[src/rtl/fci_pkg.sv]
// Shared constants, types and helper functions of the fan curve interpolator.
package fci_pkg;

  // Table size and derived index widths.
  localparam int MAX_POINTS = 32;
  localparam int CNT_W      = $clog2(MAX_POINTS + 1);
  localparam int IDX_W      = $clog2(MAX_POINTS);

  // Field widths.
  localparam int ACTION_W = 2;
  localparam int TEMP_W   = 16;
  localparam int SPEED_W  = 12;
  localparam int DUTY_W   = 8;
  localparam int STATUS_W = 3;
  localparam int ENTRY_W  = TEMP_W + SPEED_W;

  // Interpolation arithmetic widths.
  localparam int DT_W   = TEMP_W + 1;
  localparam int DS_W   = SPEED_W + 1;
  localparam int PROD_W = DT_W + DS_W;
  localparam int MAG_W  = TEMP_W + SPEED_W;
  localparam int DEN_W  = TEMP_W;

  // Duty conversion constants.
  localparam int FULL_SPEED = 1024;
  localparam int DUTY_MAX   = 255;
  localparam int FULL_W     = $clog2(FULL_SPEED) + 1;
  localparam int DPROD_W    = FULL_W + DUTY_W;

  // Action codes; any action with the query bit set is a query.
  localparam logic [ACTION_W-1:0] ACT_CLEAR  = 2'd0;
  localparam logic [ACTION_W-1:0] ACT_APPEND = 2'd1;
  localparam int                  ACT_QUERY_BIT = 1;

  typedef enum logic [STATUS_W-1:0] {
    ST_OK      = 3'd0,
    ST_EMPTY   = 3'd1,
    ST_STORED  = 3'd2,
    ST_FULL    = 3'd3,
    ST_CLEARED = 3'd4,
    ST_NOSEG   = 3'd5
  } status_e;

  typedef enum logic [3:0] {
    S_IDLE,
    S_APPLY,
    S_FIRST,
    S_LAST,
    S_WALK,
    S_MUL,
    S_DIVGO,
    S_DIV,
    S_FINISH
  } state_e;

  // Table read address selection.
  typedef enum logic [1:0] {
    RD_ZERO,
    RD_LAST,
    RD_ONE,
    RD_NEXT
  } rd_sel_e;

  // Result register update selection.
  typedef enum logic [2:0] {
    RES_NONE,
    RES_APPLY,
    RES_EMPTY,
    RES_RDATA,
    RES_PREV,
    RES_NOSEG,
    RES_DIV
  } res_sel_e;

  // Commands from the controller to the datapath.
  typedef struct packed {
    logic     latch;
    rd_sel_e  rd_sel;
    logic     load_prev;
    logic     idx_init;
    logic     idx_inc;
    logic     seg_load;
    logic     mul_en;
    logic     div_start;
    res_sel_e res_sel;
    logic     out_load;
  } fci_cmd_t;

  // Status from the datapath to the controller.
  typedef struct packed {
    logic is_query;
    logic cnt_zero;
    logic le_first;
    logic ge_last;
    logic in_seg;
    logic zero_width;
    logic walk_end;
    logic div_done;
    logic out_free;
  } fci_sts_t;

  // Clamp the speed to full scale and scale it to an 8-bit duty.
  function automatic logic [DUTY_W-1:0] duty_of(input logic [SPEED_W-1:0] level);
    logic [FULL_W-1:0]  clamped;
    logic [DPROD_W-1:0] prod;
    clamped = (level > SPEED_W'(FULL_SPEED)) ? FULL_W'(FULL_SPEED) : FULL_W'(level);
    prod    = DPROD_W'(clamped) * DPROD_W'(DUTY_MAX);
    // Dividing by full scale drops the low bits of the product.
    return prod[FULL_W-1 +: DUTY_W];
  endfunction

endpackage

[src/rtl/fci_ram.sv]
// Generic single-write, single-read RAM with registered read data.
module fci_ram #(
  parameter int WIDTH = 8,
  parameter int DEPTH = 16
) (
  input  logic                     clk_i,
  input  logic                     we_i,
  input  logic [$clog2(DEPTH)-1:0] waddr_i,
  input  logic [WIDTH-1:0]         wdata_i,
  input  logic [$clog2(DEPTH)-1:0] raddr_i,
  output logic [WIDTH-1:0]         rdata_o
);

  logic [WIDTH-1:0] mem_q [DEPTH];
  logic [WIDTH-1:0] rdata_q;

  // Write port and registered read port.
  always_ff @(posedge clk_i) begin
    if (we_i) begin
      mem_q[waddr_i] <= wdata_i;
    end
    rdata_q <= mem_q[raddr_i];
  end

  assign rdata_o = rdata_q;

endmodule

[src/rtl/fci_div.sv]
// Restoring serial divider, one quotient bit per cycle.
module fci_div (
  input  logic                        clk_i,
  input  logic                        rst_ni,
  input  logic                        start_i,
  input  logic [fci_pkg::MAG_W-1:0]   dividend_i,
  input  logic [fci_pkg::DEN_W-1:0]   divisor_i,
  output logic                        done_o,
  output logic [fci_pkg::MAG_W-1:0]   quotient_o
);

  localparam int STEP_W = $clog2(fci_pkg::MAG_W + 1);

  logic                        run_q, run_d;
  logic                        done_q, done_d;
  logic [STEP_W-1:0]           step_q, step_d;
  logic [fci_pkg::DEN_W-1:0]   rem_q, rem_d;
  logic [fci_pkg::DEN_W-1:0]   dsr_q, dsr_d;
  logic [fci_pkg::MAG_W-1:0]   quo_q, quo_d;
  logic [fci_pkg::DEN_W:0]     rem_shift;
  logic [fci_pkg::DEN_W:0]     rem_sub;
  logic                        fits;

  // One restoring step: shift in the next dividend bit and try a subtract.
  always_comb begin
    rem_shift = {rem_q, quo_q[fci_pkg::MAG_W-1]};
    rem_sub   = rem_shift - {1'b0, dsr_q};
    fits      = (rem_shift >= {1'b0, dsr_q});
  end

  // Step sequencing and operand registers.
  always_comb begin
    run_d  = run_q;
    done_d = 1'b0;
    step_d = step_q;
    rem_d  = rem_q;
    dsr_d  = dsr_q;
    quo_d  = quo_q;
    if (start_i) begin
      run_d  = 1'b1;
      step_d = STEP_W'(fci_pkg::MAG_W);
      rem_d  = '0;
      dsr_d  = divisor_i;
      quo_d  = dividend_i;
    end else if (run_q) begin
      rem_d  = fits ? rem_sub[fci_pkg::DEN_W-1:0] : rem_shift[fci_pkg::DEN_W-1:0];
      quo_d  = {quo_q[fci_pkg::MAG_W-2:0], fits};
      step_d = step_q - STEP_W'(1);
      if (step_q == STEP_W'(1)) begin
        run_d  = 1'b0;
        done_d = 1'b1;
      end
    end
  end

  always_ff @(posedge clk_i or negedge rst_ni) begin
    if (!rst_ni) begin
      run_q  <= 1'b0;
      done_q <= 1'b0;
      step_q <= '0;
    end else begin
      run_q  <= run_d;
      done_q <= done_d;
      step_q <= step_d;
    end
  end

  always_ff @(posedge clk_i) begin
    rem_q <= rem_d;
    dsr_q <= dsr_d;
    quo_q <= quo_d;
  end

  assign done_o     = done_q;
  assign quotient_o = quo_q;

endmodule

[src/rtl/fci_dp.sv]
// Datapath: breakpoint table, segment registers, multiplier, divider and result word.
module fci_dp (
  input  logic                           clk_i,
  input  logic                           rst_ni,
  input  fci_pkg::fci_cmd_t              cmd_i,
  output fci_pkg::fci_sts_t              sts_o,
  input  logic [fci_pkg::ACTION_W-1:0]   action_i,
  input  logic signed [fci_pkg::TEMP_W-1:0] temperature_i,
  input  logic [fci_pkg::SPEED_W-1:0]    speed_point_i,
  input  logic                           out_stall_i,
  output logic                           out_valid_o,
  output logic [fci_pkg::DUTY_W-1:0]     duty_o,
  output logic [fci_pkg::SPEED_W-1:0]    speed_level_o,
  output logic [fci_pkg::STATUS_W-1:0]   status_o
);

  // Latched input word.
  logic [fci_pkg::ACTION_W-1:0]        act_q;
  logic signed [fci_pkg::TEMP_W-1:0]   t_q;
  logic [fci_pkg::SPEED_W-1:0]         sp_q;

  // Table control.
  logic [fci_pkg::CNT_W-1:0]           cnt_q, cnt_d;
  logic [fci_pkg::IDX_W-1:0]           idx_q;
  logic [fci_pkg::IDX_W-1:0]           raddr;
  logic                                we;
  logic [fci_pkg::ENTRY_W-1:0]         rdata;
  logic signed [fci_pkg::TEMP_W-1:0]   cur_t;
  logic [fci_pkg::SPEED_W-1:0]         cur_s;
  logic                                cnt_full;
  logic [fci_pkg::CNT_W-1:0]           cnt_last;

  // Segment and arithmetic registers.
  logic signed [fci_pkg::TEMP_W-1:0]   prev_t_q;
  logic [fci_pkg::SPEED_W-1:0]         prev_s_q;
  logic signed [fci_pkg::DT_W-1:0]     dt_q;
  logic signed [fci_pkg::DS_W-1:0]     ds_q;
  logic [fci_pkg::DEN_W-1:0]           den_q;
  logic signed [fci_pkg::PROD_W-1:0]   prod_q;
  logic signed [fci_pkg::DT_W-1:0]     den_full;
  logic [fci_pkg::PROD_W-1:0]          prod_abs;
  logic                                prod_neg;
  logic                                div_done;
  logic [fci_pkg::MAG_W-1:0]           quotient;
  logic [fci_pkg::DS_W-1:0]            div_level;

  // Result and output registers.
  logic [fci_pkg::SPEED_W-1:0]         level_q, level_d;
  fci_pkg::status_e                    res_st_q, res_st_d;
  logic                                out_valid_q, out_valid_d;
  logic [fci_pkg::DUTY_W-1:0]          duty_q;
  logic [fci_pkg::SPEED_W-1:0]         out_level_q;
  fci_pkg::status_e                    out_st_q;

  // Breakpoint table: temperature in the upper bits, speed in the lower.
  fci_ram #(
    .WIDTH (fci_pkg::ENTRY_W),
    .DEPTH (fci_pkg::MAX_POINTS)
  ) u_table (
    .clk_i   (clk_i),
    .we_i    (we),
    .waddr_i (cnt_q[fci_pkg::IDX_W-1:0]),
    .wdata_i ({t_q, sp_q}),
    .raddr_i (raddr),
    .rdata_o (rdata)
  );

  assign cur_t    = rdata[fci_pkg::ENTRY_W-1 -: fci_pkg::TEMP_W];
  assign cur_s    = rdata[fci_pkg::SPEED_W-1:0];
  assign cnt_full = (cnt_q >= fci_pkg::CNT_W'(fci_pkg::MAX_POINTS));
  assign cnt_last = cnt_q - fci_pkg::CNT_W'(1);

  // Read address decoder.
  always_comb begin
    unique case (cmd_i.rd_sel)
      fci_pkg::RD_ZERO: raddr = '0;
      fci_pkg::RD_LAST: raddr = cnt_last[fci_pkg::IDX_W-1:0];
      fci_pkg::RD_ONE:  raddr = fci_pkg::IDX_W'(1);
      fci_pkg::RD_NEXT: raddr = idx_q + fci_pkg::IDX_W'(1);
      default:          raddr = '0;
    endcase
  end

  // An append writes only while the table has room.
  assign we = (cmd_i.res_sel == fci_pkg::RES_APPLY) && (act_q == fci_pkg::ACT_APPEND)
              && !cnt_full;

  // Signed magnitude of the product for the unsigned divider.
  assign prod_neg = prod_q[fci_pkg::PROD_W-1];
  assign prod_abs = prod_neg ? fci_pkg::PROD_W'(-prod_q) : fci_pkg::PROD_W'(prod_q);
  assign den_full = fci_pkg::DT_W'(cur_t) - fci_pkg::DT_W'(prev_t_q);

  fci_div u_div (
    .clk_i      (clk_i),
    .rst_ni     (rst_ni),
    .start_i    (cmd_i.div_start),
    .dividend_i (prod_abs[fci_pkg::MAG_W-1:0]),
    .divisor_i  (den_q),
    .done_o     (div_done),
    .quotient_o (quotient)
  );

  // Quotient is truncated toward zero, so its sign follows the product.
  assign div_level = prod_neg
                   ? ({1'b0, prev_s_q} - {1'b0, quotient[fci_pkg::SPEED_W-1:0]})
                   : ({1'b0, prev_s_q} + {1'b0, quotient[fci_pkg::SPEED_W-1:0]});

  // Result register and table count updates.
  always_comb begin
    cnt_d    = cnt_q;
    level_d  = level_q;
    res_st_d = res_st_q;
    unique case (cmd_i.res_sel)
      fci_pkg::RES_NONE: begin
      end
      fci_pkg::RES_APPLY: begin
        level_d = '0;
        if (act_q == fci_pkg::ACT_APPEND) begin
          if (cnt_full) begin
            res_st_d = fci_pkg::ST_FULL;
          end else begin
            res_st_d = fci_pkg::ST_STORED;
            cnt_d    = cnt_q + fci_pkg::CNT_W'(1);
          end
        end else begin
          res_st_d = fci_pkg::ST_CLEARED;
          cnt_d    = '0;
        end
      end
      fci_pkg::RES_EMPTY: begin
        level_d  = '0;
        res_st_d = fci_pkg::ST_EMPTY;
      end
      fci_pkg::RES_RDATA: begin
        level_d  = cur_s;
        res_st_d = fci_pkg::ST_OK;
      end
      fci_pkg::RES_PREV: begin
        level_d  = prev_s_q;
        res_st_d = fci_pkg::ST_OK;
      end
      fci_pkg::RES_NOSEG: begin
        level_d  = '0;
        res_st_d = fci_pkg::ST_NOSEG;
      end
      fci_pkg::RES_DIV: begin
        level_d  = div_level[fci_pkg::SPEED_W-1:0];
        res_st_d = fci_pkg::ST_OK;
      end
      default: begin
      end
    endcase
  end

  // Output word is held until the consumer takes it.
  always_comb begin
    out_valid_d = out_valid_q;
    if (cmd_i.out_load) begin
      out_valid_d = 1'b1;
    end else if (!out_stall_i) begin
      out_valid_d = 1'b0;
    end
  end

  always_ff @(posedge clk_i or negedge rst_ni) begin
    if (!rst_ni) begin
      cnt_q       <= '0;
      out_valid_q <= 1'b0;
    end else begin
      cnt_q       <= cnt_d;
      out_valid_q <= out_valid_d;
    end
  end

  // Payload registers.
  always_ff @(posedge clk_i) begin
    if (cmd_i.latch) begin
      act_q <= action_i;
      t_q   <= temperature_i;
      sp_q  <= speed_point_i;
    end
    if (cmd_i.load_prev) begin
      prev_t_q <= cur_t;
      prev_s_q <= cur_s;
    end
    if (cmd_i.idx_init) begin
      idx_q <= fci_pkg::IDX_W'(1);
    end else if (cmd_i.idx_inc) begin
      idx_q <= idx_q + fci_pkg::IDX_W'(1);
    end
    if (cmd_i.seg_load) begin
      dt_q  <= fci_pkg::DT_W'(t_q) - fci_pkg::DT_W'(prev_t_q);
      ds_q  <= fci_pkg::DS_W'({1'b0, cur_s}) - fci_pkg::DS_W'({1'b0, prev_s_q});
      den_q <= den_full[fci_pkg::DEN_W-1:0];
    end
    if (cmd_i.mul_en) begin
      prod_q <= fci_pkg::PROD_W'(dt_q) * fci_pkg::PROD_W'(ds_q);
    end
    level_q  <= level_d;
    res_st_q <= res_st_d;
    if (cmd_i.out_load) begin
      duty_q      <= fci_pkg::duty_of(level_q);
      out_level_q <= level_q;
      out_st_q    <= res_st_q;
    end
  end

  // Status toward the controller.
  always_comb begin
    sts_o.is_query   = act_q[fci_pkg::ACT_QUERY_BIT];
    sts_o.cnt_zero   = (cnt_q == '0);
    sts_o.le_first   = (t_q <= cur_t);
    sts_o.ge_last    = (t_q >= cur_t);
    sts_o.in_seg     = (t_q >= prev_t_q) && (t_q <= cur_t);
    sts_o.zero_width = (cur_t == prev_t_q);
    sts_o.walk_end   = (fci_pkg::CNT_W'(idx_q) == cnt_last);
    sts_o.div_done   = div_done;
    sts_o.out_free   = !out_valid_q || !out_stall_i;
  end

  assign out_valid_o   = out_valid_q;
  assign duty_o        = duty_q;
  assign speed_level_o = out_level_q;
  assign status_o      = out_st_q;

endmodule

[src/rtl/fci_ctrl.sv]
// Controller: sequences clear, append and the query segment walk.
module fci_ctrl (
  input  logic              clk_i,
  input  logic              rst_ni,
  input  logic              in_valid_i,
  output logic              in_stall_o,
  input  fci_pkg::fci_sts_t sts_i,
  output fci_pkg::fci_cmd_t cmd_o
);

  fci_pkg::state_e state_q, state_d;

  // Next-state logic.
  always_comb begin
    state_d = state_q;
    unique case (state_q)
      fci_pkg::S_IDLE: begin
        if (in_valid_i) begin
          state_d = fci_pkg::S_APPLY;
        end
      end
      fci_pkg::S_APPLY: begin
        if (sts_i.is_query && !sts_i.cnt_zero) begin
          state_d = fci_pkg::S_FIRST;
        end else begin
          state_d = fci_pkg::S_FINISH;
        end
      end
      fci_pkg::S_FIRST: begin
        state_d = sts_i.le_first ? fci_pkg::S_FINISH : fci_pkg::S_LAST;
      end
      fci_pkg::S_LAST: begin
        state_d = sts_i.ge_last ? fci_pkg::S_FINISH : fci_pkg::S_WALK;
      end
      fci_pkg::S_WALK: begin
        if (sts_i.in_seg) begin
          state_d = sts_i.zero_width ? fci_pkg::S_FINISH : fci_pkg::S_MUL;
        end else if (sts_i.walk_end) begin
          state_d = fci_pkg::S_FINISH;
        end
      end
      fci_pkg::S_MUL:   state_d = fci_pkg::S_DIVGO;
      fci_pkg::S_DIVGO: state_d = fci_pkg::S_DIV;
      fci_pkg::S_DIV: begin
        if (sts_i.div_done) begin
          state_d = fci_pkg::S_FINISH;
        end
      end
      fci_pkg::S_FINISH: begin
        if (sts_i.out_free) begin
          state_d = fci_pkg::S_IDLE;
        end
      end
      default: state_d = fci_pkg::S_IDLE;
    endcase
  end

  // Command outputs.
  always_comb begin
    cmd_o         = '0;
    cmd_o.rd_sel  = fci_pkg::RD_ZERO;
    cmd_o.res_sel = fci_pkg::RES_NONE;
    in_stall_o    = 1'b1;
    unique case (state_q)
      fci_pkg::S_IDLE: begin
        in_stall_o  = 1'b0;
        cmd_o.latch = in_valid_i;
      end
      fci_pkg::S_APPLY: begin
        if (!sts_i.is_query) begin
          cmd_o.res_sel = fci_pkg::RES_APPLY;
        end else if (sts_i.cnt_zero) begin
          cmd_o.res_sel = fci_pkg::RES_EMPTY;
        end
      end
      fci_pkg::S_FIRST: begin
        cmd_o.load_prev = 1'b1;
        cmd_o.rd_sel    = fci_pkg::RD_LAST;
        if (sts_i.le_first) begin
          cmd_o.res_sel = fci_pkg::RES_RDATA;
        end
      end
      fci_pkg::S_LAST: begin
        cmd_o.idx_init = 1'b1;
        cmd_o.rd_sel   = fci_pkg::RD_ONE;
        if (sts_i.ge_last) begin
          cmd_o.res_sel = fci_pkg::RES_RDATA;
        end
      end
      fci_pkg::S_WALK: begin
        cmd_o.rd_sel = fci_pkg::RD_NEXT;
        if (sts_i.in_seg) begin
          if (sts_i.zero_width) begin
            cmd_o.res_sel = fci_pkg::RES_PREV;
          end else begin
            cmd_o.seg_load = 1'b1;
          end
        end else if (sts_i.walk_end) begin
          cmd_o.res_sel = fci_pkg::RES_NOSEG;
        end else begin
          cmd_o.load_prev = 1'b1;
          cmd_o.idx_inc   = 1'b1;
        end
      end
      fci_pkg::S_MUL:   cmd_o.mul_en    = 1'b1;
      fci_pkg::S_DIVGO: cmd_o.div_start = 1'b1;
      fci_pkg::S_DIV: begin
        if (sts_i.div_done) begin
          cmd_o.res_sel = fci_pkg::RES_DIV;
        end
      end
      fci_pkg::S_FINISH: cmd_o.out_load = sts_i.out_free;
      default: begin
      end
    endcase
  end

  always_ff @(posedge clk_i or negedge rst_ni) begin
    if (!rst_ni) begin
      state_q <= fci_pkg::S_IDLE;
    end else begin
      state_q <= state_d;
    end
  end

endmodule

[src/rtl/fan_curve_interpolator.sv]
// Fan curve interpolator top level: a piecewise-linear temperature-to-duty lookup.
// Each word clears the breakpoint table, appends one breakpoint (up to 32) or
// queries a temperature, and gives exactly one result word. Words are taken one
// at a time; the next word is accepted while a finished result still waits in
// the output register. Clear and append pass through the apply and finish
// states before the next accept. During a query the breakpoints are read one
// per cycle from a single-read-port table in the segment walk, and the
// interpolation quotient comes from a 28-step serial divider. Queries at or
// beyond the end points, and zero-width segments, skip the divider.
module fan_curve_interpolator (
  input  logic                              clk_i,
  input  logic                              rst_ni,
  input  logic                              in_valid_i,
  output logic                              in_stall_o,
  input  logic [fci_pkg::ACTION_W-1:0]      action_i,
  input  logic signed [fci_pkg::TEMP_W-1:0] temperature_i,
  input  logic [fci_pkg::SPEED_W-1:0]       speed_point_i,
  output logic                              out_valid_o,
  input  logic                              out_stall_i,
  output logic [fci_pkg::DUTY_W-1:0]        duty_o,
  output logic [fci_pkg::SPEED_W-1:0]       speed_level_o,
  output logic [fci_pkg::STATUS_W-1:0]      status_o
);

  fci_pkg::fci_cmd_t cmd;
  fci_pkg::fci_sts_t sts;

  // Sequencer.
  fci_ctrl u_ctrl (
    .clk_i      (clk_i),
    .rst_ni     (rst_ni),
    .in_valid_i (in_valid_i),
    .in_stall_o (in_stall_o),
    .sts_i      (sts),
    .cmd_o      (cmd)
  );

  // Table, arithmetic and output register.
  fci_dp u_dp (
    .clk_i         (clk_i),
    .rst_ni        (rst_ni),
    .cmd_i         (cmd),
    .sts_o         (sts),
    .action_i      (action_i),
    .temperature_i (temperature_i),
    .speed_point_i (speed_point_i),
    .out_stall_i   (out_stall_i),
    .out_valid_o   (out_valid_o),
    .duty_o        (duty_o),
    .speed_level_o (speed_level_o),
    .status_o      (status_o)
  );

endmodule

[config.mk]
export PLATFORM = sky130hd
export DESIGN_NAME = fan_curve_interpolator
export DESIGN_NICKNAME = d
export VERILOG_FILES = /design/src/rtl/fci_pkg.sv /design/src/rtl/fci_ram.sv /design/src/rtl/fci_div.sv /design/src/rtl/fci_dp.sv /design/src/rtl/fci_ctrl.sv /design/src/rtl/fan_curve_interpolator.sv
export SDC_FILE = /design/constraint.sdc
export NUM_CORES = 2
export LEC_CHECK = 0
export ABC_AREA = 1
export BUFFER_PORTS_ARGS = -buffer_cell sky130_fd_sc_hd__buf_2
export CORE_MARGIN = 2
export CORE_UTILIZATION = 33
export DETAILED_ROUTE_END_ITERATION = 8
export GPL_TIMING_DRIVEN = 1
export PLACE_DENSITY = 0.49
export SETUP_SLACK_MARGIN = 0.15
export SYNTH_ARGS = -nofsm -noshare
export SYNTH_HDL_FRONTEND = slang
export SYNTH_SLANG_ARGS = --single-unit
[constraint.sdc]
create_clock -name clk_i -period 5.88 [get_ports clk_i]
set_input_delay 0.588 -clock clk_i [delete_from_list [all_inputs] [get_ports clk_i]]
set_output_delay 0.588 -clock clk_i [all_outputs]
set_load 0.02 [all_outputs]
==> flow_summary_export.csv <==
group,metric,value,unit
routing,drt_pass1_iterations,7,
power,pwr-share-seq,0.364,
yosys,synthMuxAreaShare,0,
yosys,synth_most_common_cell,"edfxtp_1",
yosys,synth-edff-count,1111,
placed_design,placed_cells,7420,
yosys,synth_top_area_frac,0.562,
placed_design,place.gp.congestion,0.849,
routing,routedWlPerCell,22.0,um
die,die-area,183000,um^2
die,io_pins,59,
cells_and_area,diodes,0,
sta,slew_violations,0,
sta,fmax,182,MHz
yosys,ys_seq_elements,1178,
routing,drtIter0Drc,3258,
power,p_switching,11.6,mW
yosys,synth_area,59300,um^2
critical_path,r2r-start,"u_dp.dt_q[3]",
routing,wl_met1,76100,um
critical_path,worstPathRequired,6380,ps
run,cap_violations,0,
placed_design,portBuffers,58,
sta,rsz0062_at_grt,"yes",
sta,fin_crit_sh,0.936,
yosys,synthSimpleGateAreaFrac,0.102,
power,p_comb_frac,0.381,
yosys,synthAdderAreaFrac,0.130,
critical_path,critPathCaptureType,"flip-flop",
placed_design,place_area,62900,um^2
power,power_leakage,25.4,nW
cells_and_area,area_growth,13.4,%
cells_and_area,instances_no_fill,7678,
placed_design,detailed_place_hpwl,102000,um
yosys,synthArstFlopShare,0.0153,
sta,max_slew.worst_pin.slew,1130,ps
power,p_per_area,450,nW/um^2
grt,antenna_found_initial,5,
clocking,clock-sinks,1178,
yosys,synth_warnings,0,
die,core_area,179000,um^2
clocking,cts_buffer_depth,3,
yosys,synth.distinct_cells,52,
cells_and_area,fin_area,67300,um^2
sta,fin_skew,36.7,ps
clocking,cts_tree,"done",
clocking,path_clk_slew,50,ps
status,status,"completed",
power,max-vdd-ir-drop,0.764,mV
yosys,ys.flop_type,"edfxtp_1",
grt,grt_pass1_wl,252000,um
yosys,synthesis.nets,5622,
clocking,cts_made_buffers,130,
sta,finalHoldViolCount,0,
yosys,syn_avg_cell_area,11.6,um^2
clocking,cts-htree-levels,4,
cells_and_area,nNetsFinal,5729,
critical_path,critPathLaunchType,"flip-flop",
clocking,cts_root_buffer,"clkbuf_16",
die,floorplan.initialDensity,0.332,
clocking,clk_latency,770,ps
die,chipHeight,428,um
yosys,postSynthCellCount,5127,
routing,drc,0,
routing,wl,169000,um
grt,gr-usage-all-layers,0.181,
cells_and_area,drive_above_1_share,0.0872,
routing,ant_nets,0,
yosys,synth_common_cells,"edfxtp_1 (1111), nor2_1 (586), nand2_1 (581)",
routing,dr.max_layer_used,"met5",
cells_and_area,fin_util,0.377,
critical_path,crit_type,"reg -> reg",
routing,wl_met3,8380,um
yosys,synth-compound-area-share,0.105,
yosys,synth_top_family_by_area,"adder cells",
sta,tns,0,ps
yosys,netlist.top_cell.by_area,"edfxtp_1",
routing,vias,39163,
placed_design,pre_cts_ws,-19.8,ps
die,die_width,428,um
yosys,synth_area_leaders,"edfxtp_1 (56%), fa_1 (8.6%), o21ai_0 (4.5%)",
routing,viasPerCell,5.10,
critical_path,cp-startpoint,"u_dp.dt_q[3]",
yosys,ys_seq_area_frac,0.587,
critical_path,arrival,6010,ps
grt,grt_pass1_vias,39025,
power,p_sw_frac,0.383,
power,p_int,18.7,mW
critical_path,r2r_slack,380,ps
grt,grt_max_degree,173,
die,rows,155,
grt,gr-total-overflow,0,
worst_hold_path,hold_start,"temperature_i[3]",
worst_hold_path,worstHoldPathType,"in -> reg",
sta,whs,60.4,ps
power,power,30.3,mW
sta,period_needed,5500,ps
yosys,synthXorXnorAreaFrac,0.0208,
power,p_clk_frac,0.255,
sta,max_slew_margin,0.249,
critical_path,path_max_fanout,7,
sta,final-setup-viol-count,0,
routing,met2_length,79500,um
sta,fin_ws,376,ps
cell type report:
type                       count  area (um^2)
multi-input combinational   3113        21500
sequential                  1178        34800
tap                         2355         2950
fill                       17373       111000
inverter                     582         2210
clock inverter                51          477
clock buffer                 170         3440
timing repair buffer         229         1860
registers in the layout, indices dropped and copies added, names as in the netlist, 6 cells and up:
name	count
u_dp.u_table.rdata_o	28
u_dp.u_div.quotient_o	28
u_dp.t_q	16
u_dp.u_div.dsr_q	16
u_dp.level_q	12
u_dp.u_table.mem_q	896
u_dp.den_q	16
u_dp.u_div.rem_q	16
u_dp.duty_o	8
u_dp.speed_level_o	12
u_dp.prev_s_q	12
u_dp.sp_q	12
u_dp.dt_q	17
u_dp.cnt_q	6
u_dp.prod_q	29
u_dp.ds_q	13
u_dp.prev_t_q	16
timing repair:
action | 4_1_cts | 5_1_grt
endpoints found under the setup margin | 7 | 11
endpoints found under the hold margin | 43 | 0
gates resized for setup | 4 | 27
buffers inserted | 3 | 8
hold buffers | 26 | 0
pin swaps | 1 | 4
worst max-delay path, stage by stage (launching register included):
cell      delay (ps)
edfxtp_1         570
buf_4            250
nand2_1           90
fa_1             460
fa_1             500
fa_1             560
inv_1             50
fa_1             460
fa_1             420
fa_1             470
ha_1             350
a21oi_1          250
o21ai_2          110
nand2_1           70
o211ai_1         110
nand2_1          110
nand3_2          110
a211oi_2         220
xor2_1            90
worst paths after layout:
check,endpoint,cells after the start
worst max-delay path,u_dp.prod_q[29],18
worst min-delay path,u_dp.t_q[3],1
worst max register to register,u_dp.prod_q[29],18
worst min register to register,u_dp.u_div.dsr_q[0],0
max in group asynchronous,u_dp.out_valid_o,2
min in group asynchronous,u_dp.cnt_q[4],2
per-layer routing:
metal	vias to the layer above	global-route usage
met2	956	0.298
met5	-	0
met4	8	0.0556
met3	267	0.0263
li1	18106	-
met1	19826	0.248
power groups by stage:
stage	sequential (mW)	combinational (mW)	clock, mW
floorplan	11.1	7.80	0
global placement	11.2	11.4	0
detailed placement	11.2	11.4	0
CTS	11.0	11.6	7.90
global route	11.1	13.1	8.21
finish	11.0	11.5	7.70
cell usage in the layout (no fill, tap or decap), types with 24 or more instances in the layout:
| master | netlist | routed |
|---|---|---|
| inv_1 | 568 | 566 |
| nand3_1 | 186 | 185 |
| fa_1 | 255 | 252 |
| clkinv_1 | 5 | 25 |
| dlygate4sd3_1 | 0 | 26 |
| ha_1 | 206 | 205 |
| clkbuf_1 | 151 | 37 |
| buf_2 | 80 | 58 |
| o21a_1 | 27 | 27 |
| o22ai_1 | 62 | 60 |
| buf_4 | 9 | 127 |
| xor2_1 | 90 | 90 |
| clkbuf_16 | 0 | 131 |
| dfxtp_1 | 49 | 49 |
| o21ai_1 | 33 | 33 |
| nor3_2 | 2 | 36 |
| o21ai_0 | 535 | 530 |
| xnor2_1 | 51 | 51 |
| nand2_1 | 581 | 581 |
| a21oi_1 | 124 | 117 |
| o211ai_1 | 48 | 48 |
| edfxtp_1 | 1111 | 1111 |
| nor3_1 | 58 | 24 |
| o221ai_1 | 166 | 166 |
| nor2_1 | 586 | 582 |
cell families after synthesis:
family	count (synthesis)
buf+inv	836
compound gates	1040
xor+xnor	141
simple gates	1471
flops	1178
fa+ha+maj	461
Note: power is estimated with default switching activity, not from simulation.
